--- config.mk ---
export PLATFORM = sky130hd
export DESIGN_NAME = dtc_response_list_engine
export DESIGN_NICKNAME = d
export VERILOG_FILES = /design/src/drle_pkg.sv /design/src/dtc_response_list_engine.sv
export SDC_FILE = /design/constraint.sdc
export NUM_CORES = 2
export LEC_CHECK = 0
export BUFFER_PORTS_ARGS = -buffer_cell sky130_fd_sc_hd__buf_4
export CAP_MARGIN = 40
export CORE_MARGIN = 2
export CORE_UTILIZATION = 30
export DETAILED_ROUTE_END_ITERATION = 16
export PLACE_DENSITY_LB_ADDON = 0.1
export SYNTH_ARGS = -nofsm -noshare
export SYNTH_HDL_FRONTEND = slang
export SYNTH_SLANG_ARGS = --single-unit
--- constraint.sdc ---
create_clock -name clk -period 7.78 [get_ports clk]
set_input_delay 0.389 -clock clk [delete_from_list [all_inputs] [get_ports clk]]
set_output_delay 0.389 -clock clk [all_outputs]
set_load 0.1 [all_outputs]
--- src/drle_pkg.sv ---
// ----------------------------------------------------------------------------
// drle_pkg
// Shared constants, codes and character helpers for the trouble-code list engine.
// ----------------------------------------------------------------------------
package drle_pkg;

	// Default list capacity
	localparam int DefMaxEntries = 16;
	localparam int NumLists      = 3;

	// Operation codes
	localparam logic [1:0] OP_BYTE  = 2'd0;
	localparam logic [1:0] OP_CLEAR = 2'd1;
	localparam logic [1:0] OP_READ  = 2'd2;

	// List selectors
	localparam logic [1:0] LIST_CURRENT   = 2'd0;
	localparam logic [1:0] LIST_PENDING   = 2'd1;
	localparam logic [1:0] LIST_PERMANENT = 2'd2;
	localparam logic [1:0] LIST_STORED    = 2'd3;

	// Result kinds
	localparam logic [1:0] KIND_NONE     = 2'd0;
	localparam logic [1:0] KIND_STORED   = 2'd1;
	localparam logic [1:0] KIND_READ     = 2'd2;
	localparam logic [1:0] KIND_READ_ERR = 2'd3;

	// System classes
	localparam logic [1:0] CLS_POWERTRAIN = 2'd0;
	localparam logic [1:0] CLS_CHASSIS    = 2'd1;
	localparam logic [1:0] CLS_BODY       = 2'd2;

	// ASCII constants
	localparam logic [7:0] ASCII_ZERO   = 8'h30;
	localparam logic [7:0] ASCII_A      = 8'h41;
	localparam logic [7:0] ASCII_P      = 8'h50;
	localparam logic [7:0] ASCII_C      = 8'h43;
	localparam logic [7:0] ASCII_B      = 8'h42;
	localparam logic [7:0] ASCII_U      = 8'h55;
	localparam logic [3:0] NIB_TEN      = 4'd10;

	// Uppercase hex character of one nibble
	function automatic logic [7:0] hex_char(input logic [3:0] nib);
		logic [7:0] ch;
		if (nib < NIB_TEN) begin
			ch = ASCII_ZERO + {4'h0, nib};
		end else begin
			ch = ASCII_A + {4'h0, nib - NIB_TEN};
		end
		return ch;
	endfunction

	// System letter of a class
	function automatic logic [7:0] sys_letter(input logic [1:0] cls);
		logic [7:0] ch;
		case (cls)
			CLS_POWERTRAIN: ch = ASCII_P;
			CLS_CHASSIS:    ch = ASCII_C;
			CLS_BODY:       ch = ASCII_B;
			default:        ch = ASCII_U;
		endcase
		return ch;
	endfunction

endpackage

--- src/dtc_response_list_engine.sv ---
// ----------------------------------------------------------------------------
// dtc_response_list_engine
// Pairs trouble-code response bytes into 16-bit codes, keeps them in three
// lists (current, pending, permanent) with a timestamp, and serves reads.
// Every transaction on the slave side yields exactly one result transaction.
// The block takes one transaction per cycle unless the output stalls; its
// result passes the store stage, for the entry store access, and is then
// decoded from there into the output register. The entry store is a single
// port memory of 3 x MAX_ENTRIES words of code and time, written when a code
// is kept and read for a read operation; list counts and byte pairing sit in
// flip-flops. A stalled output holds one result while one more waits in the
// store stage, and the slave side then stalls. No clearing pass is needed:
// only slots below a list count are ever read.
// ----------------------------------------------------------------------------
module dtc_response_list_engine #(
	parameter int MAX_ENTRIES = drle_pkg::DefMaxEntries
) (
	input  logic         clk,
	input  logic         arst_n,
	// slave side
	input  logic         s_tvalid,
	output logic         s_tready,
	// tdata: data_byte[7:0], read_index[11:8], now_ms[43:12], zero pad
	input  logic [47:0]  s_tdata,
	// tuser: op[1:0], list_type[3:2], start_of_response[4]
	input  logic [4:0]   s_tuser,
	// master side
	output logic         m_tvalid,
	input  logic         m_tready,
	// tdata: trouble_code[15:0], system_class[17:16], system_letter[25:18],
	// subsystem_digit[33:26], hex_char_high[41:34], hex_char_mid[49:42],
	// hex_char_low[57:50], slot_index[61:58], entry_time[93:62],
	// list_count[98:94], total_count[104:99], zero pad
	output logic [111:0] m_tdata,
	// tuser: result_kind[1:0]
	output logic [1:0]   m_tuser
);
	import drle_pkg::*;

	localparam int Depth = NumLists * MAX_ENTRIES;
	localparam int AW    = (Depth > 1) ? $clog2(Depth) : 1;
	localparam int CW    = $clog2(MAX_ENTRIES + 1);
	localparam int IW    = (CW > 4) ? CW : 4;
	localparam int TW    = CW + 2;

	// Input fields
	logic [1:0]  op;
	logic [1:0]  list_type;
	logic        start_of_response;
	logic [7:0]  data_byte;
	logic [3:0]  read_index;
	logic [31:0] now_ms;
	logic [1:0]  lst;
	logic        in_acc;

	assign op                = s_tuser[1:0];
	assign list_type         = s_tuser[3:2];
	assign start_of_response = s_tuser[4];
	assign data_byte         = s_tdata[7:0];
	assign read_index        = s_tdata[11:8];
	assign now_ms            = s_tdata[43:12];
	assign lst               = (list_type == LIST_STORED) ? LIST_CURRENT : list_type;
	assign in_acc            = s_tvalid && s_tready;

	// Architectural state
	logic [CW-1:0] count_q [NumLists];
	logic [7:0]    held_q;
	logic          phase_q;

	// Entry store: code in the upper 16 bits, time in the lower 32
	logic [47:0] mem [Depth];
	logic [47:0] rd_q;

	// Next-state and per-transaction values
	logic [CW-1:0] cnt_d [NumLists];
	logic [CW-1:0] cnt_sel;
	logic [7:0]    held_d;
	logic          phase_d;
	logic          phase_eff;
	logic [15:0]   pair;
	logic [1:0]    kind;
	logic          wr_en;
	logic          rd_en;
	logic [IW-1:0] slot;
	logic [15:0]   code;
	logic [31:0]   etime;
	logic [AW-1:0] addr;
	logic [TW-1:0] total_d;

	assign pair = {held_q, data_byte};

	// Decode the operation against the current counts and pairing
	always_comb begin
		cnt_d     = count_q;
		held_d    = held_q;
		phase_d   = phase_q;
		cnt_sel   = count_q[lst];
		phase_eff = phase_q;
		kind      = KIND_NONE;
		wr_en     = 1'b0;
		rd_en     = 1'b0;
		slot      = '0;
		code      = '0;
		etime     = '0;
		case (op)
			OP_BYTE: begin
				if (start_of_response) begin
					cnt_sel   = '0;
					phase_eff = 1'b0;
				end
				cnt_d[lst] = cnt_sel;
				if (!phase_eff) begin
					held_d  = data_byte;
					phase_d = 1'b1;
				end else begin
					phase_d = 1'b0;
					if (pair != 16'h0000 && cnt_sel < CW'(MAX_ENTRIES)) begin
						wr_en      = 1'b1;
						kind       = KIND_STORED;
						slot       = IW'(cnt_sel);
						code       = pair;
						etime      = now_ms;
						cnt_d[lst] = CW'(cnt_sel + 1'b1);
					end
				end
			end
			OP_CLEAR: begin
				cnt_d[LIST_CURRENT] = '0;
				cnt_d[LIST_PENDING] = '0;
			end
			OP_READ: begin
				if (IW'(read_index) < IW'(count_q[lst]) &&
				    IW'(read_index) < IW'(MAX_ENTRIES)) begin
					rd_en = 1'b1;
					kind  = KIND_READ;
					slot  = IW'(read_index);
				end else begin
					kind = KIND_READ_ERR;
				end
			end
			default: begin
			end
		endcase
	end

	assign addr    = AW'(32'(lst) * MAX_ENTRIES + 32'(slot));
	assign total_d = TW'(cnt_d[LIST_CURRENT]) + TW'(cnt_d[LIST_PENDING]) +
	                 TW'(cnt_d[LIST_PERMANENT]);

	// Commit counts and pairing on each accepted transaction
	always_ff @(posedge clk or negedge arst_n) begin
		if (!arst_n) begin
			for (int i = 0; i < NumLists; i++) begin
				count_q[i] <= '0;
			end
			held_q  <= '0;
			phase_q <= 1'b0;
		end else if (in_acc) begin
			count_q <= cnt_d;
			held_q  <= held_d;
			phase_q <= phase_d;
		end
	end

	// Access the entry store: one write or one read per transaction
	always_ff @(posedge clk) begin
		if (in_acc && wr_en) begin
			mem[addr] <= {code, etime};
		end
		if (in_acc && rd_en) begin
			rd_q <= mem[addr];
		end
	end

	// Store stage
	logic        valid_s1;
	logic [1:0]  kind_s1;
	logic        rd_s1;
	logic [15:0] code_s1;
	logic [31:0] time_s1;
	logic [3:0]  slot_s1;
	logic [4:0]  lcnt_s1;
	logic [5:0]  tcnt_s1;

	// Output register
	logic         m_valid_q;
	logic [111:0] m_data_q;
	logic [1:0]   m_user_q;
	logic         out_free;
	logic         out_load;

	assign out_free = !m_valid_q || m_tready;
	assign out_load = valid_s1 && out_free;
	assign s_tready = !valid_s1 || out_free;

	// Advance the store stage and the output register
	always_ff @(posedge clk or negedge arst_n) begin
		if (!arst_n) begin
			valid_s1  <= 1'b0;
			m_valid_q <= 1'b0;
		end else begin
			if (in_acc) begin
				valid_s1 <= 1'b1;
			end else if (out_free) begin
				valid_s1 <= 1'b0;
			end
			if (out_load) begin
				m_valid_q <= 1'b1;
			end else if (m_tready) begin
				m_valid_q <= 1'b0;
			end
		end
	end

	// Hold the transaction's fields while its store access completes
	always_ff @(posedge clk) begin
		if (in_acc) begin
			kind_s1 <= kind;
			rd_s1   <= rd_en;
			code_s1 <= code;
			time_s1 <= etime;
			slot_s1 <= slot[3:0];
			lcnt_s1 <= 5'(cnt_d[lst]);
			tcnt_s1 <= 6'(total_d);
		end
	end

	// Decode the entry into characters
	logic        has_entry;
	logic [15:0] fin_code;
	logic [31:0] fin_time;
	logic [1:0]  cls;
	logic [7:0]  letter;
	logic [7:0]  digit;
	logic [7:0]  hx_hi;
	logic [7:0]  hx_mid;
	logic [7:0]  hx_lo;

	assign has_entry = rd_s1 || (kind_s1 == KIND_STORED);
	assign fin_code  = rd_s1 ? rd_q[47:32] : code_s1;
	assign fin_time  = rd_s1 ? rd_q[31:0] : time_s1;
	assign cls       = has_entry ? fin_code[15:14] : 2'b00;
	assign letter    = has_entry ? sys_letter(fin_code[15:14]) : 8'h00;
	assign digit     = has_entry ? (ASCII_ZERO + {6'h00, fin_code[13:12]}) : 8'h00;
	assign hx_hi     = has_entry ? hex_char(fin_code[11:8]) : 8'h00;
	assign hx_mid    = has_entry ? hex_char(fin_code[7:4]) : 8'h00;
	assign hx_lo     = has_entry ? hex_char(fin_code[3:0]) : 8'h00;

	// Load the output register
	always_ff @(posedge clk) begin
		if (out_load) begin
			m_user_q <= kind_s1;
			m_data_q <= {7'h00, tcnt_s1, lcnt_s1, fin_time, slot_s1, hx_lo, hx_mid,
			             hx_hi, digit, letter, cls, fin_code};
		end
	end

	assign m_tvalid = m_valid_q;
	assign m_tdata  = m_data_q;
	assign m_tuser  = m_user_q;

	// A list never holds more than its capacity
	a_count_bound: assert property (@(posedge clk) disable iff (!arst_n)
		count_q[LIST_CURRENT] <= CW'(MAX_ENTRIES) &&
		count_q[LIST_PENDING] <= CW'(MAX_ENTRIES) &&
		count_q[LIST_PERMANENT] <= CW'(MAX_ENTRIES))
		else $error("list count beyond capacity");

	// A start byte is always taken as the high byte of a pair
	a_start_phase: assert property (@(posedge clk) disable iff (!arst_n)
		in_acc && op == OP_BYTE && start_of_response |=> phase_q)
		else $error("start byte not held as high byte");

	// A kept code is never zero
	a_stored_nonzero: assert property (@(posedge clk) disable iff (!arst_n)
		m_tvalid && m_tuser == KIND_STORED |-> m_tdata[15:0] != 16'h0000)
		else $error("zero code reported as stored");

	// A waiting store-stage transaction is not lost while the output stalls
	a_s1_hold: assert property (@(posedge clk) disable iff (!arst_n)
		valid_s1 && !out_free |=> valid_s1 && $stable(kind_s1))
		else $error("store stage dropped a transaction");

endmodule

# After elaboration in Yosys (flattened, before gate mapping)
# Memory sizes are Yosys's and may differ from the RTL's. A register that Yosys moved wholly into a read port is not among the register bits.
# Index checks and enable logic that the tools add are counted.
# totals
mem_bits_rw	2304
regBits	199
output_inout_bits	116
memories	1
# mem_list
name	depth	width	read_ports	rd_ports_with_merged_regs	wr	line_no	rtl
mem	48	48	1	1	1	dtc_response_list_engine.sv:71	logic [47:0] mem [Depth];
# classes
reduce_logical	18
eq_ne	6
n_addsub	14
magnitude_cmp	7
bitwise_logic	2
n_mux	51
# ops
cell	n
32-bit 2-to-1 mux	4
16-bit 2-to-1 mux	4
5-bit 2-to-1 mux	10
15-bit bitwise mux	2
15-bit 2-to-1 mux	2
7-bit by 4-bit adder with 8-bit output (first input constant)	3
8-bit 2-to-1 mux	3
6-bit by 4-bit adder with 7-bit output (first input constant)	3
5-bit binary-select mux with 2-bit select	2
10-bit one-hot mux with 2 select lines	1
1-bit 2-to-1 mux	17
16-bit nonzero test	1
5-bit one-hot mux with 3 select lines	1
6-bit by 5-bit adder with 6-bit output	2
4-bit less-than comparator (second input constant)	3
4-bit subtractor (second input constant)	3
5-bit demux with 2-bit select	1
5-bit one-hot mux with 2 select lines	1
6-bit by 2-bit adder with 7-bit output (first input constant)	1
5-bit by 5-bit adder with 6-bit output	1
2-bit by 1-bit equality test with 1-bit output (second input constant)	3
2-bit equality test (second input constant)	3
1-bit logical AND	6
5-bit by 1-bit adder with 5-bit output (second input constant)	1
15 further kinds	20

# Logic depth before layout (Yosys ltp)
# depth
ltp_word	16
depth_mapped	24
mapped_depth_nobuf	17

# Worst setup path before layout
# OpenSTA, ideal clock, no wires.
# synth_timing
path_kind	input to register
from	input port s_tuser[3]
to	memory mem[18][0], enable pin
n_path_buf	7
arrival_ps	5865
cell_stages	20
path_slack_ps	1461
t_required_ps	7326
cell_sequence	inv_1 ha_1 buf_2 nor2b_1 o2bb2ai_1 inv_1 ha_1 a21o_1 a2111oi_0 a22o_1 buf_4 nor2_8 inv_2 buf_6 buf_4 buf_4 buf_2 buf_2 nand2_1 nor2_1
# synth_rtl
item	line_no	rtl
start: declaration	dtc_response_list_engine.sv:26	input logic [4:0] s_tuser,
2-bit equality test	dtc_response_list_engine.sv:62	assign lst = (list_type == LIST_STORED) ? LIST_CURRENT : list_type;
2-bit 2-to-1 mux *	dtc_response_list_engine.sv:62	
2-bit NOT with 3-bit output (implied by the code) *	dtc_response_list_engine.sv:97, dtc_response_list_engine.sv:132	
5-bit binary-select mux with 2-bit select *	dtc_response_list_engine.sv:97, dtc_response_list_engine.sv:132	
5-bit 2-to-1 mux (implied by the code) * (2 in series)	dtc_response_list_engine.sv:97, dtc_response_list_engine.sv:132	
5-bit 2-to-1 mux	dtc_response_list_engine.sv:107	if (start_of_response) begin
5-bit 2-to-1 mux	dtc_response_list_engine.sv:105	case (op)
5-bit less-than comparator	dtc_response_list_engine.sv:117	if (pair != 16'h0000 && cnt_sel < CW'(MAX_ENTRIES)) begin
1-bit logical AND	dtc_response_list_engine.sv:117	
5-bit 2-to-1 mux	dtc_response_list_engine.sv:117	
5-bit 2-to-1 mux	dtc_response_list_engine.sv:112	if (!phase_eff) begin
5-bit one-hot mux with 2 select lines *	dtc_response_list_engine.sv:105	
6-bit by 5-bit adder with 6-bit output *	dtc_response_list_engine.sv:146	assign addr = AW'(32'(lst) * MAX_ENTRIES + 32'(slot));
net addr[1]	dtc_response_list_engine.sv:87	logic [AW-1:0] addr;
end: declaration	dtc_response_list_engine.sv:71	
# Mark *: on every way through the listed nets, which the timed path passes. The rest lies on a longest branch. The select of a mux whose other input is x is not followed.

# Worst setup path in the final report
# layout_timing
from	register count_q[8] in the netlist's numbering
to	register rd_q[17], read port of mem, data pin
# layout_via
elab_chain_cells	11
# layout_rtl
item	line_no	rtl
start: declaration	dtc_response_list_engine.sv:66	logic [CW-1:0] count_q [NumLists];
start signal: assignment	dtc_response_list_engine.sv:159	count_q <= cnt_d;
5-bit binary-select mux with 2-bit select *	dtc_response_list_engine.sv:97, dtc_response_list_engine.sv:132	
5-bit 2-to-1 mux (implied by the code) * (2 in series)	dtc_response_list_engine.sv:97, dtc_response_list_engine.sv:132	
5-bit 2-to-1 mux	dtc_response_list_engine.sv:107	
5-bit 2-to-1 mux	dtc_response_list_engine.sv:105	
5-bit less-than comparator	dtc_response_list_engine.sv:117	
1-bit logical AND	dtc_response_list_engine.sv:117	
5-bit 2-to-1 mux	dtc_response_list_engine.sv:117	
5-bit 2-to-1 mux	dtc_response_list_engine.sv:112	
5-bit one-hot mux with 2 select lines	dtc_response_list_engine.sv:105	
6-bit by 5-bit adder with 6-bit output	dtc_response_list_engine.sv:146	
end: declaration	dtc_response_list_engine.sv:72	logic [47:0] rd_q;
# Every way passes the cells marked *; elsewhere a longest branch is shown, timed or not. The select of a mux whose other input is x is not followed.
# A chain may end at the register's enable or synchronous reset.

==> load_flow_metrics.sql <==
INSERT INTO impl_metrics (metric_group, metric, value, unit) VALUES
('clock_tree', 'post_cts.repair.setup_buffers', '0', ''),
('clock_tree', 'source_to_sink_clock_delay_at_the_later_pin_of_the_worst_skew_pair', '0.88', 'ns'),
('placed_design', 'post_dp_area', '107000', 'sq um'),
('sta', 'max_slew_headroom', '35.0', '%'),
('sta', 'report.final.hold_viol_count', '0', ''),
('grt', 'grt_first_pass_wirelength', '516', 'mm'),
('clock_tree', 'cts_buffer_depth', '4', ''),
('grt', 'grt_start_max_net_pins', '83', ''),
('cells_and_area', 'final_cell_mix', '2512 x sky130_fd_sc_hd__edfxtp_1, 377 x sky130_fd_sc_hd__buf_4, 320 x sky130_fd_sc_hd__mux2_2', ''),
('sta', 'skew', '0.0527', 'ns'),
('sta', 'whs', '0.0666', 'ns'),
('outcome', 'run_status', 'complete, no violations', ''),
('hold_path', 'hp_start', 's_tdata[38]', ''),
('cells_and_area', 'final_design_area_no_fill', '116000', 'sq um'),
('clock_tree', 'numCtsBuffers', '289', ''),
('clock_tree', 'cts.reportedPaths.clkPinSlew', '0.06', 'ns'),
('floorplanning', 'die_x', '575', 'um'),
('placed_design', 'port_buffers', '151', ''),
('yosys', 'synth-main-ff-cell', 'sky130_fd_sc_hd__edfxtp_1', ''),
('clock_tree', 'cts_repair_resized_insts', '0', ''),
('drt', 'route.detailed.drc', '0', ''),
('clock_tree', 'numClockSinks', '2538', ''),
('grt', 'track_usage', '22.7', '%'),
('yosys', 'ys.warnings.count', '0', ''),
('floorplanning', 'floorplan.io_pins', '173', ''),
('drt', 'dr.first_iter.drc_count', '6679', ''),
('worst_setup_path', 'cp-start-kind', 'register', ''),
('sta', 'fin_tns_setup', '0', 'ns'),
('power_and_ir_drop', 'power.density_cell_area', '255', 'nW/um^2'),
('hold_path', 'hold_path_depth', '2', ''),
('drt', 'vias_per_cell', '5.52', ''),
('drt', 'drt_pass_1_iters', '6', ''),
('drt', 'routed_wirelength', '385', 'mm'),
('placed_design', 'gp_congestion', '0.771', ''),
('yosys', 'postSynthRegisterBits', '2538', ''),
('hold_path', 'hold_path_class', 'input port to register', ''),
('floorplanning', 'dieHeight', '575', 'um'),
('drt', 'final_antenna_net_count', '0', ''),
('worst_setup_path', 'worstPathMaxFanout', '51', ''),
('yosys', 'synth-seq-area-share', '77.7', '%'),
('worst_setup_path', 'cp_data_arrival_time', '6.44', 'ns'),
('sta', 'layout_worst_path_cycle_share', '73.7', '%'),
('yosys', 'synth_area', '98000', 'sq um'),
('worst_setup_path', 'rr_endpoint', 'rd_q[17]$_DFFE_PP_', ''),
('worst_setup_path', 'worstSetupEndpointType', 'register', ''),
('worst_setup_path', 'worstSetupPathType', 'register to register', ''),
('cells_and_area', 'nets', '6130', ''),
('flow_run', 'max-cap-violations', '0', ''),
('sta', 'slew_viol_final', '0', ''),
('yosys', 'netlist_instances', '5671', ''),
('yosys', 'synth.lib_cells_used.distinct', '76', ''),
('clock_tree', 'cts_tree', 'built', ''),
('hold_path', 'holdPathEnd', 'time_s1[26]$_DFFE_PP_', ''),
('cells_and_area', 'syn_to_final_growth', '18.0', '%'),
('floorplanning', 'core_area', '325000', 'sq um'),
('yosys', 'count_of_flip_flops_with_a_built_in_enable_after_synthesis', '2512', ''),
('clock_tree', 'clock-root-buffer', 'sky130_fd_sc_hd__clkbuf_16', ''),
('yosys', 'syn_avg_cell_area', '17.3', 'sq um'),
('cells_and_area', 'fraction_of_layout_instances_using_a_drive_strength_above_1', '20.1', '%'),
('drt', 'routed-via-count', '58400', ''),
('yosys', 'async_flop_share', '1.02', '%'),
('worst_setup_path', 'reg2regPathDepth', '16', ''),
('worst_setup_path', 'regToRegSetupSlack', '2.05', 'ns'),
('sta', 'finalCriticalPeriod', '5.73', 'ns'),
('sta', 'clock.fmax', '0.175', 'GHz'),
('cells_and_area', 'fillCellCount', '30600', ''),
('worst_setup_path', 'crit_required', '8.49', 'ns'),
('sta', 'setup_repair_after_global_routing_missed_its_margin', 'no', ''),
('drt', 'avgRoutedWirePerCell', '36.3', 'um'),
('floorplanning', 'initial_utilization', '30.2', '%'),
('clock_tree', 'cts-hold-fix-buffers', '19', '');
==> per-layer routing <==
| metal | routed length [um] | share of wire (%) | global-route usage [%] |
|---|---|---|---|
| met5 | 44 | 0.011 | 0 |
| met4 | 9550 | 2.5 | 5.58 |
| met3 | 19800 | 5.1 | 2.66 |
| met2 | 183000 | 47 | 37.2 |
| met1 | 173000 | 45 | 32.1 |
==> worst max-delay path, stage by stage, from the launching register on <==
cell,delay [ns]
sky130_fd_sc_hd__dfrtp_1,0.39
sky130_fd_sc_hd__mux2i_1,0.09
sky130_fd_sc_hd__o21ai_0,0.50
sky130_fd_sc_hd__inv_1,0.17
sky130_fd_sc_hd__ha_1,0.41
sky130_fd_sc_hd__and3_1,0.22
sky130_fd_sc_hd__o311ai_2,0.18
sky130_fd_sc_hd__a32oi_2,0.43
sky130_fd_sc_hd__and2_4,0.56
sky130_fd_sc_hd__clkinv_8,0.47
sky130_fd_sc_hd__nor2_4,0.85
sky130_fd_sc_hd__buf_4,0.36
sky130_fd_sc_hd__buf_4,0.19
sky130_fd_sc_hd__a22oi_1,0.10
sky130_fd_sc_hd__o221ai_1,0.28
sky130_fd_sc_hd__a2bb2oi_1,0.19
sky130_fd_sc_hd__nand3_1,0.15
==> Yosys cell counts (all sizes together), types with 10 or more instances <==
master	number	share of area (%)
o221ai	40	0.36
o211a	11	0.12
mux2	331	3.8
a221o	27	0.28
mux2i	210	2.1
o21ai	274	1.4
and2	11	0.070
a221oi	290	2.6
nand3	57	0.29
a22oi	262	2.0
a2bb2oi	17	0.15
a211oi	35	0.27
a311o	11	0.11
edfxtp	2512	77
dfrtp	26	0.66
a31oi	17	0.11
ha	21	0.27
buf	234	1.3
nor3	11	0.083
nand4	15	0.096
o211ai	19	0.15
a311oi	10	0.089
a32oi	26	0.24
nor2	112	0.45
o2bb2ai	26	0.23
o31ai	11	0.084
inv	37	0.14
clkbuf	179	0.69
o22ai	70	0.45
a22o	38	0.34
a222oi	38	0.39
a21oi	233	1.2
nor2b	10	0.064
nand2	281	1.1
and3	80	0.51
==> how the worst max path moves through the flow <==
stage	endpoint	startpoint
after floorplan	mem[18][0]$_DFFE_PP_	s_tuser[3]
after global placement	rd_q[18]$_DFFE_PP_	s_tuser[2]
after detailed placement	rd_q[17]$_DFFE_PP_	s_tuser[2]
after CTS	rd_q[17]$_DFFE_PP_	count_q[8]$_DFFE_PN0P_
after global routing	rd_q[17]$_DFFE_PP_	count_q[8]$_DFFE_PN0P_
final	rd_q[17]$_DFFE_PP_	count_q[8]$_DFFE_PN0P_
==> stage by stage <==
step                instances  total power, uW  utilization (%)  setup WS [ns]
finish                  10600            29500             35.6           2.05
global route            10600            30300             35.6           1.85
CTS                     10600            29800             35.6           2.15
detailed placement      10100            16900             32.9           1.43
global placement        10000            16800             32.7           1.27
floorplan                5688            16200                -           1.46
==> report_power, final <==
part	total, uW	switching, uW	internal (uW)
sequential	15100	41.9	15100
combinational	1480	1140	343
clock	12900	5530	7360
==> sequential cells by signal, indices dropped and copies added, names as in the netlist <==
name	flops
mem	2304
m_tdata	92
rd_q	48
time_s1	32
code_s1	16
count_q	15
held_q	8
tcnt_s1	6
lcnt_s1	5
slot_s1	4
kind_s1	2
m_tuser	2
m_tvalid	1
phase_q	1
rd_s1	1
valid_s1	1
==> cell type report <==
type,instances,area share (%)
flip-flops and latches,2538,65.8
diodes,11,0.0238
clock buffers,370,6.67
multi-input cells,2699,17.7
repair buffers,481,4.09
clock inverters,132,0.839
inverters,38,0.152
well taps,4325,4.68
==> logic make-up (layout without fill, tap and decap cells) <==
logic type	Yosys count	in the layout	synth area share, %
AO/OA/AOI/OAI	1495	1495	10.9
other	1	29	0.00383
flip-flops	2538	2538	77.7
buffers and inverters	451	1021	2.12
multiplexers	541	541	5.95
adder cells (fa/ha/maj)	26	26	0.370
XOR/XNOR	11	11	0.0983
AND/OR/NAND/NOR	608	608	2.88
Note: power is estimated with default switching activity, not from simulation.
